<file path="config.mk">
export PLATFORM = sky130hd
export DESIGN_NAME = bpnm_ctrl
export DESIGN_NICKNAME = d
export VERILOG_FILES = /design/src/design/assert_macros.svh /design/src/design/bpnm_pkg.sv /design/src/design/bpnm_ctrl.sv
export SDC_FILE = /design/constraint.sdc
export NUM_CORES = 1
export LEC_CHECK = 0
export ABC_CLOCK_PERIOD_IN_PS = 3500
export BUFFER_PORTS_ARGS = -buffer_cell sky130_fd_sc_hd__buf_2
export CORE_MARGIN = 2
export CORE_UTILIZATION = 25
export CTS_CLUSTER_DIAMETER = 80
export DETAILED_ROUTE_END_ITERATION = 12
export GPL_ROUTABILITY_DRIVEN = 0
export PLACE_DENSITY = 0.56
export SLEW_MARGIN = 20
export SYNTH_ARGS = -nofsm -noshare
export SYNTH_HDL_FRONTEND = slang
export SYNTH_SLANG_ARGS = --single-unit
</file>
<file path="constraint.sdc">
create_clock -name clk -period 3.5 [get_ports clk]
set_clock_uncertainty 0.05 [all_clocks]
set_input_delay 0.175 -clock clk [delete_from_list [all_inputs] [get_ports clk]]
set_output_delay 0.175 -clock clk [all_outputs]
set_load 0.05 [all_outputs]
</file>
<file path="src/design/assert_macros.svh">
// ----------------------------------------------------------------------------
// assert_macros.svh
// concurrent assertion helpers used by the link datapath rtl
// ----------------------------------------------------------------------------
`ifndef ASSERT_MACROS_SVH
`define ASSERT_MACROS_SVH
`ifndef SYNTHESIS
// property must hold at every clock edge out of reset
`define ASSERT_ALWAYS(lbl, clk, rstn, prop, msg) \
	lbl: assert property (@(posedge clk) disable iff (!rstn) (prop)) else $error(msg);
// consequent must hold in the cycle after the antecedent
`define ASSERT_NEXT(lbl, clk, rstn, ante, cons, msg) \
	lbl: assert property (@(posedge clk) disable iff (!rstn) (ante) |=> (cons)) \
		else $error(msg);
`else
`define ASSERT_ALWAYS(lbl, clk, rstn, prop, msg)
`define ASSERT_NEXT(lbl, clk, rstn, ante, cons, msg)
`endif
`endif

</file>
<file path="src/design/bpnm_pkg.sv">
// ----------------------------------------------------------------------------
// bpnm_pkg
// types, codes and helper functions of the null modem link
// ----------------------------------------------------------------------------
package bpnm_pkg;

	localparam int FIFO_DEPTH_DEF = 4096;
	localparam int MAX_CHARS_DEF  = 31;

	localparam int SPEED_W   = 22;
	localparam int FRAME_W   = 5;
	localparam int RATE_W    = 10;
	localparam int CFG_W     = 22;
	localparam int CFG_IDX_W = 3;
	localparam int CHG_W     = 16;
	localparam int BITS_W    = 32;
	localparam int PROD_W    = 30;
	localparam int DIV_W     = 34;
	localparam int CHARS_W   = 5;
	localparam int LEN_W     = 7;

	localparam logic [CFG_IDX_W-1:0] CFG_SPEED_A   = 3'd0;
	localparam logic [CFG_IDX_W-1:0] CFG_SPEED_B   = 3'd1;
	localparam logic [CFG_IDX_W-1:0] CFG_FRAME_A   = 3'd2;
	localparam logic [CFG_IDX_W-1:0] CFG_FRAME_B   = 3'd3;
	localparam logic [CFG_IDX_W-1:0] CFG_ENDS_OPEN = 3'd4;
	localparam logic [CFG_IDX_W-1:0] CFG_TICK_RATE = 3'd5;

	localparam logic [1:0] KIND_WRITE = 2'd0;
	localparam logic [1:0] KIND_TICK  = 2'd1;
	localparam logic [1:0] KIND_LINE  = 2'd2;

	localparam logic [1:0] OUT_WRITE = 2'd0;
	localparam logic [1:0] OUT_BYTE  = 2'd1;
	localparam logic [1:0] OUT_TICK  = 2'd2;
	localparam logic [1:0] OUT_LINE  = 2'd3;

	localparam logic [1:0] LINES_NONE = 2'b00;
	localparam logic [1:0] LINES_ALL  = 2'b11;

	localparam logic [SPEED_W-1:0] SPEED_RST = 22'd38400;
	localparam logic [FRAME_W-1:0] FRAME_RST = 5'd3;
	localparam logic [RATE_W-1:0]  RATE_RST  = 10'd100;

	// modem lines as seen from end a: bit0 rts, bit1 cts, bit2 dtr, bit3 dsr
	typedef struct packed {
		logic [3:0]            lines;
		logic [1:0][CHG_W-1:0] cts;
		logic [1:0][CHG_W-1:0] dsr;
	} modem_t;

	typedef struct packed {
		logic accept;
		logic mul;
		logic div_nom;
		logic take_nom;
		logic div_chr;
		logic take_chr;
		logic rd;
		logic emit;
		logic done;
		logic tick_end;
	} cmd_t;

	typedef struct packed {
		logic end_active;
		logic div_done;
		logic no_chars;
		logic cnt_zero;
		logic out_free;
	} stat_t;

	function automatic logic [3:0] swap_view(input logic [3:0] p);
		return {p[2], p[3], p[0], p[1]};
	endfunction

	function automatic logic [3:0] view_of(input logic [3:0] lines, input logic e);
		return e ? swap_view(lines) : lines;
	endfunction

	function automatic modem_t apply_lines(input modem_t m, input logic e,
		input logic [1:0] set, input logic [1:0] clr);
		logic [3:0] s;
		logic [3:0] c;
		logic [3:0] old;
		logic [3:0] nw;
		logic [3:0] ch;
		modem_t     r;
		s   = {1'b0, set[1], 1'b0, set[0]};
		c   = {1'b0, clr[1], 1'b0, clr[0]};
		old = view_of(m.lines, e);
		nw  = (old & ~c) | s;
		ch  = old ^ nw;
		r   = m;
		r.lines = e ? swap_view(nw) : nw;
		if (ch[0]) r.cts[~e] = r.cts[~e] + 1'b1;
		if (ch[2]) r.dsr[~e] = r.dsr[~e] + 1'b1;
		return r;
	endfunction

	// zero speed drops rts and dtr, any other speed raises them
	function automatic modem_t by_speed(input modem_t m, input logic e,
		input logic [SPEED_W-1:0] spd);
		if (spd == '0) return apply_lines(m, e, LINES_NONE, LINES_ALL);
		return apply_lines(m, e, LINES_ALL, LINES_NONE);
	endfunction

	// ten times the character length in bits
	function automatic logic [LEN_W-1:0] frame_len(input logic [FRAME_W-1:0] f);
		logic [3:0] units;
		units = 4'd7 + {2'b00, f[1:0]} + {3'b000, f[2]} + {3'b000, f[3]};
		return LEN_W'(units) * 7'd10;
	endfunction

	function automatic logic [7:0] data_mask(input logic [FRAME_W-1:0] f);
		return 8'hFF >> (2'd3 - f[1:0]);
	endfunction

endpackage

</file>
<file path="src/design/bpnm_ctrl.sv">
// ----------------------------------------------------------------------------
// bpnm_ctrl
// request sequencer: writes and line updates taken in idle, tick walk over both ends
// ----------------------------------------------------------------------------
module bpnm_ctrl (
	input  logic            clk,
	input  logic            arst_n,
	input  logic            in_valid,
	output logic            in_ready,
	input  logic [1:0]      kind,
	input  bpnm_pkg::stat_t st,
	output bpnm_pkg::cmd_t  cmd
);
	import bpnm_pkg::*;

	typedef enum logic [3:0] {
		S_IDLE, S_CHK, S_MUL, S_DIVN, S_WN, S_DIVC, S_WC, S_RD, S_EM, S_NEXT, S_DONE
	} state_t;

	state_t state_q;
	logic   end_q;

	always_comb begin
		in_ready     = state_q == S_IDLE && st.out_free;
		cmd          = '0;
		cmd.tick_end = end_q;
		cmd.accept   = in_valid && in_ready;
		cmd.mul      = state_q == S_MUL;
		cmd.div_nom  = state_q == S_DIVN;
		cmd.take_nom = state_q == S_WN && st.div_done;
		cmd.div_chr  = state_q == S_DIVC;
		cmd.take_chr = state_q == S_WC && st.div_done;
		cmd.rd       = state_q == S_RD;
		cmd.emit     = state_q == S_EM && st.out_free;
		cmd.done     = state_q == S_DONE && st.out_free;
	end

	always_ff @(posedge clk or negedge arst_n) begin
		if (!arst_n) begin
			state_q <= S_IDLE;
			end_q   <= 1'b0;
		end else begin
			case (state_q)
				S_IDLE: begin
					if (cmd.accept && kind == KIND_TICK) begin
						state_q <= S_CHK;
						end_q   <= 1'b0;
					end
				end
				S_CHK:  state_q <= st.end_active ? S_MUL : S_NEXT;
				S_MUL:  state_q <= S_DIVN;
				S_DIVN: state_q <= S_WN;
				S_WN:   if (st.div_done) state_q <= S_DIVC;
				S_DIVC: state_q <= S_WC;
				S_WC:   if (st.div_done) state_q <= st.no_chars ? S_NEXT : S_RD;
				S_RD:   state_q <= S_EM;
				S_EM:   if (st.out_free) state_q <= st.cnt_zero ? S_NEXT : S_RD;
				S_NEXT: begin
					if (end_q) begin
						state_q <= S_DONE;
					end else begin
						end_q   <= 1'b1;
						state_q <= S_CHK;
					end
				end
				S_DONE: if (st.out_free) state_q <= S_IDLE;
				default: state_q <= S_IDLE;
			endcase
		end
	end
endmodule

</file>
==> flow_metrics.tcl, run 1 <==
set metrics [dict create \
    status "finished clean" \
    dieArea_sq_mm 0.00241 \
    vias 536 \
    crit_path_max_incr_delay_ps 540 \
    coreArea_sq_mm 0.00194 \
    crit_chain "nor4_2 > and3_1 > buf_2" \
    dieHeight_um 49.1 \
    min_period_ps 1860 \
    setup.worst_path.start_class "flip-flop" \
    synth_top_cell_by_area "dfrtp_1" \
    rsz0062_at_grt "no" \
    grt_max_degree 17 \
    p_per_area_mw_per_mm2 890 \
    ios 21 \
    post-synth-top-area-fraction_pct 24.6 \
    p_int_w 0.000262 \
    min_path_type "in -> reg" \
    syn_avg_cell_area_sq_um 8.49 \
    clkPwrFrac_pct 11.3 \
    die_x_um 49.1 \
    period_share_pct 53.2 \
    cts_buffers 3 \
    track_usage_pct 12.0 \
    cpMaxStageDelayCell "dfrtp_1" \
    start_util_pct 26.2 \
    drtIter0Drc 18 \
    setup_violations 0 \
    synth-edff-count 0 \
    drt_first_pass_iters 4 \
    synth_most_common_cell "nor2_1" \
    fin_nets 91 \
    cts.clk_slew.worst_paths_ps 40 \
    netlist_area_sq_um 509 \
    ys.flop_type "dfrtp_1" \
    root_buffer "clkbuf_4" \
    h-tree-depth 1 \
    dpl.hpwl_um 972 \
    grt_pass1_wl_um 2260 \
    relSlewSlack_pct 67.4 \
    seq_power_share_pct 29.5 \
    wl_per_cell_um 11.7 \
    vias_per_cell 5.01 \
    postCtsSetupBuffers 0 \
    routed_wl_um 1250 \
    arrival_ps 1640 \
    cts.path.max_buffers 2 \
    crit_fanout 15 \
    power_switching_w 0.000310 \
    critPathBufInv 1 \
    comb_power_share_pct 59.2 \
    antenna_cells 0 \
    yosys_warnings 0 \
    tns_ps 0 \
    cp.required_ps 3270 \
    fin_util_pct 33.1 \
    antenna_found_initial 0 \
    cap_violations 0 \
    async_flop_share_pct 100 \
    ys_seq_elements 5 \
    synth_cell_types 33 \
    cts_tree "done" \
    synthesis.nets 70 \
    hold_violations 0 \
    irDropWorstVdd_v 0.000406 \
    cts.sinks 5 \
    critPathCaptureType "output port" \
    critPathTopFamily "simple AND/OR/NAND/NOR gates" \
    clkLatencyLatePin_ps 240 \
    final_cell_area_sq_um 643 \
    synth_area_leaders "dfrtp_1 25%, o22a_1 6.9%, nor2_1 5.2%" \
    synth_commonest_cells "7 x nor2_1, 5 x dfrtp_1" \
    drive_above_1_share_pct 35.0 \
    p_sw_share_pct 54.2 \
    synthToLayoutAreaGrowth_pct 26.3 \
    num-fill-cells 217 \
    grt_pass1_vias 542 \
    timing.fmax_ghz 0.537 \
    ant_nets 0 \
    worst_pin_slew_ps 489 \
    fp-row-count 16 \
    overflow 0 \
    synth_cells 60 \
    yosysSeqAreaShare_pct 24.6 \
    p_leak_nw 0.290 \
    crit_type "reg -> out" \
    drv_slew 0 \
    cts_resized 0 \
    dpl_cell_area_sq_um 607 \
    drc 0 \
    io_buffers 20 \
]
-- final timing paths --
kind / startpoint / to / slack [ps] / cells past startpoint
max: state_q[1] / cmd[9] / 1640 / 3
min: st[3] / state_q[2] / 230 / 3
max reg2reg: state_q[3] / state_q[1] / 1710 / 4
min reg2reg: end_q / end_q / 550 / 2
max in group asynchronous: arst_n / state_q[0] / 3040 / 2
min in group asynchronous: arst_n / state_q[3] / 240 / 2
-- area by class of cell --
| class | count | area [sq um] | share of cell area, % |
|---|---|---|---|
| clock buffer | 4 | 26.3 | 4.09 |
| inverter | 1 | 3.75 | 0.584 |
| multi-input combinational | 49 | 344 | 53.5 |
| sequential | 5 | 125 | 19.5 |
| tap | 27 | 33.8 | 5.25 |
| timing repair buffer | 21 | 110 | 17.1 |
-- cells in the final DEF (no fill, tap or decap), types with 2 or more instances in the layout --
cell,n
or3_4,2
o22a_1,4
nor2_1,7
clkbuf_4,3
nor3_1,4
nand2b_1,4
nand2_1,4
a21oi_1,2
dfrtp_1,5
buf_2,20
o21ai_0,2
-- kinds of logic after synthesis --
group / synth area share [%]
AND/OR/NAND/NOR: 40.1
buffers and inverters: 7.86
flip-flops: 24.6
AO/OA/AOI/OAI: 23.3
multiplexers: 4.18
-- routing by layer --
| metal | up-vias | share of wire (%) | GRT usage, % |
|---|---|---|---|
| met4 | 0 | 1.5 | 9.05 |
| met2 | 11 | 54 | 19.8 |
| li1 | 270 | - | - |
| met5 | - | 0 | 0 |
| met1 | 253 | 43 | 13.5 |
| met3 | 2 | 1.2 | 2.15 |
-- per-stage QoR --
| step | hold slack [ps] | total power, W | cells | setup slack, ps |
|---|---|---|---|---|
| 2_1_floorplan | -171 | 0.000461 | 60 | 1410 |
| 4_1_cts | 214 | 0.000577 | 107 | 1630 |
| 3_3_place_gp | -59.4 | 0.000510 | 102 | 1780 |
| 5_1_grt | 235 | 0.000625 | 107 | 1490 |
| 6_report | 230 | 0.000572 | 107 | 1640 |
| 3_5_place_dp | -57.8 | 0.000506 | 102 | 1730 |
-- power by group through the flow --
stage	sequential [W]	combinational (W)	clock, W
2_1_floorplan	0.000115	0.000346	0
3_3_place_gp	0.000167	0.000343	0
3_5_place_dp	0.000168	0.000339	0
4_1_cts	0.000167	0.000340	0.0000695
5_1_grt	0.000178	0.000375	0.0000724
6_report	0.000169	0.000339	0.0000647
-- state kept, by name (all words and copies together) (netlist names) --
name / count
end_q: 1
state_q: 4
-- timing repair --
item | CTS | global route
hold endpoints to repair | 5 | 0
hold buffers | 1 | 0
endpoints found under the setup margin | 0 | 0
-- worst min-delay path, delay by kind of cell --
kind | cells | cell delay, ps
AND/OR/NAND/NOR | 1 | 130
buffers and inverters | 1 | 100
AO/OA/AOI/OAI | 1 | 60
(Power assumes the default switching activity.)
==> inputs of run 2 (changes only) <==
Settings changed: ABC_CLOCK_PERIOD_IN_PS 3500 to 1600, PLACE_DENSITY 0.56 to 0.58.
Clock period 3.5 ns to 1.6 ns, I/O delays scaled along.
==> flow_metrics.tcl, run 2 (same netlist as run 1, synthesis figures left out) <==
set metrics [dict create \
    status "complete, but fails checks" \
    violations "negative setup slack" \
    setup.worst_path.start_class "flip-flop" \
    clkPwrFrac_pct 8.3 \
    layout_commonest_cell "buf_4" \
    rsz0062_at_grt "yes" \
    routed_wl_um 1430 \
    vias 585 \
    fin_nets 107 \
    antenna_found_initial 0 \
    root_buffer "clkbuf_4" \
    cap_violations 0 \
    comb_power_share_pct 74.8 \
    period_share_pct 101 \
    hold_violations 0 \
    reg.largest.list "state_q x4, end_q x1" \
    cts.clk_slew.worst_paths_ps 40 \
    die_x_um 49.1 \
    setup_violations 1 \
    min_period_ps 1620 \
    timing.fmax_ghz 0.616 \
    drive_above_1_share_pct 54.2 \
    top_register "state_q" \
    worst_pin_slew_ps 290 \
    ant_nets 0 \
    min_path_type "in -> async" \
    cp.required_ps 1470 \
    overflow 0 \
    cpMaxStageDelayCell "dfrtp_2" \
    h-tree-depth 1 \
    power_w 0.00171 \
    io_buffers 20 \
    largest_register_ffs 4 \
    dieHeight_um 49.1 \
    p_sw_share_pct 46.9 \
    antenna_cells 0 \
    crit_fanout 7 \
    grt_max_degree 13 \
    wl_per_cell_um 11.6 \
    synthToLayoutAreaGrowth_pct 73.2 \
    vias_per_cell 4.76 \
    drc 0 \
    crit_path_max_incr_delay_ps 460 \
    p_int_w 0.000907 \
    cts.sinks 5 \
    drt_first_pass_iters 4 \
    clkLatencyLatePin_ps 240 \
    critPathCaptureType "output port" \
    arrival_ps 1490 \
    p_leak_nw 0.384 \
    tns_ps -23.5 \
    crit_chain "nor4_4 > buf_4 > and3_4 > buf_8" \
    track_usage_pct 12.6 \
    cts_tree "done" \
    relSlewSlack_pct 80.4 \
    cts_buffers 3 \
    num-fill-cells 199 \
    dieArea_sq_mm 0.00241 \
    power_switching_w 0.000802 \
    final_cell_mix "15 x buf_4, 12 x buf_2, 6 x nor2_1" \
    start_util_pct 26.2 \
    coreArea_sq_mm 0.00194 \
    crit_type "reg -> out" \
    setup_ws_ps -23.5 \
    ios 21 \
    drtIter0Drc 9 \
    irDropWorstVdd_v 0.000832 \
    p_per_area_mw_per_mm2 1940 \
    cts.path.max_buffers 2 \
    grt_pass1_vias 566 \
    seq_power_share_pct 16.9 \
    drv_slew 0 \
    fp-row-count 16 \
    grt_pass1_wl_um 2370 \
    dpl.hpwl_um 1130 \
]
-- run 2: changes by cell type in the layout (fill, tap and decap cells not counted), moves of 2 or more --
cell / change
dfrtp_1: -3
buf_8: +2
dfrtp_2: +3
buf_4: +15
nor3_1: -2
buf_12: +2
buf_2: -8
buf_6: +4
-- run 2: what timing repair did --
action | 4_1_cts | 5_1_grt
setup endpoints to repair | 6 | 9
endpoints found under the hold margin | 5 | 0
pin swaps | 1 | 2
hold buffers | 1 | 0
gates resized for setup | 13 | 14
buffers inserted | 1 | 4
gates cloned | 0 | 0
-- run 2: per-stage QoR --
step           hold slack, ps  utilization [%]  cell area (sq um)  worst slack, ps  instances
2_1_floorplan            -266                -                519             -230         60
3_3_place_gp             -153             36.7                712             23.8        113
3_5_place_dp             -150             36.7                712            -10.7        113
4_1_cts                   107             41.0                796            0.245        119
5_1_grt                   124             45.4                882             -104        123
6_report                  128             45.4                882            -23.5        123
-- run 2: area by class of cell --
class                   instances  area, sq um  area share (%)
clock buffers                   4         26.3            2.98
inverters                       1         3.75           0.426
multi-input cells              49          384            43.5
flip-flops and latches          5          129            14.6
well taps                      27         33.8            3.83
repair buffers                 37          305            34.6
-- run 2: routing by layer --
metal | up-vias | global-route usage [%] | routed length [um]
met1 | 275 | 15.3 | 668
met2 | 10 | 20.0 | 704
met3 | 2 | 2.45 | 38
met4 | 0 | 8.57 | 20
li1 | 298 | - | -
met5 | - | 0 | 0
-- run 2: critical path, delay by kind of cell (launching register included) --
| family | cells | cell delay, ps |
|---|---|---|
| flops | 1 | 460 |
| buf+inv | 2 | 300 |
| simple gates | 2 | 500 |
-- run 2: path summary, 6_finish.rpt --
kind / startpoint / slack [ps] / to / cells past startpoint
setup reg to reg: state_q[3] / 60 / state_q[1] / 4
min in group clk: st[3] / 130 / state_q[2] / 3
max in group asynchronous: arst_n / 1230 / state_q[0] / 2
setup / recovery: state_q[0] / -20 / cmd[9] / 4
hold / removal: arst_n / 130 / state_q[1] / 2
hold reg to reg: end_q / 540 / end_q / 2
-- run 2: power groups by stage --
stage / Clock, W / Combinational (W) / Sequential [W]
3_3_place_gp: 0 / 0.00107 / 0.000270
3_5_place_dp: 0 / 0.00108 / 0.000269
4_1_cts: 0.000150 / 0.00114 / 0.000289
2_1_floorplan: 0 / 0.000769 / 0.000252
6_report: 0.000142 / 0.00128 / 0.000289
5_1_grt: 0.000169 / 0.00138 / 0.000295
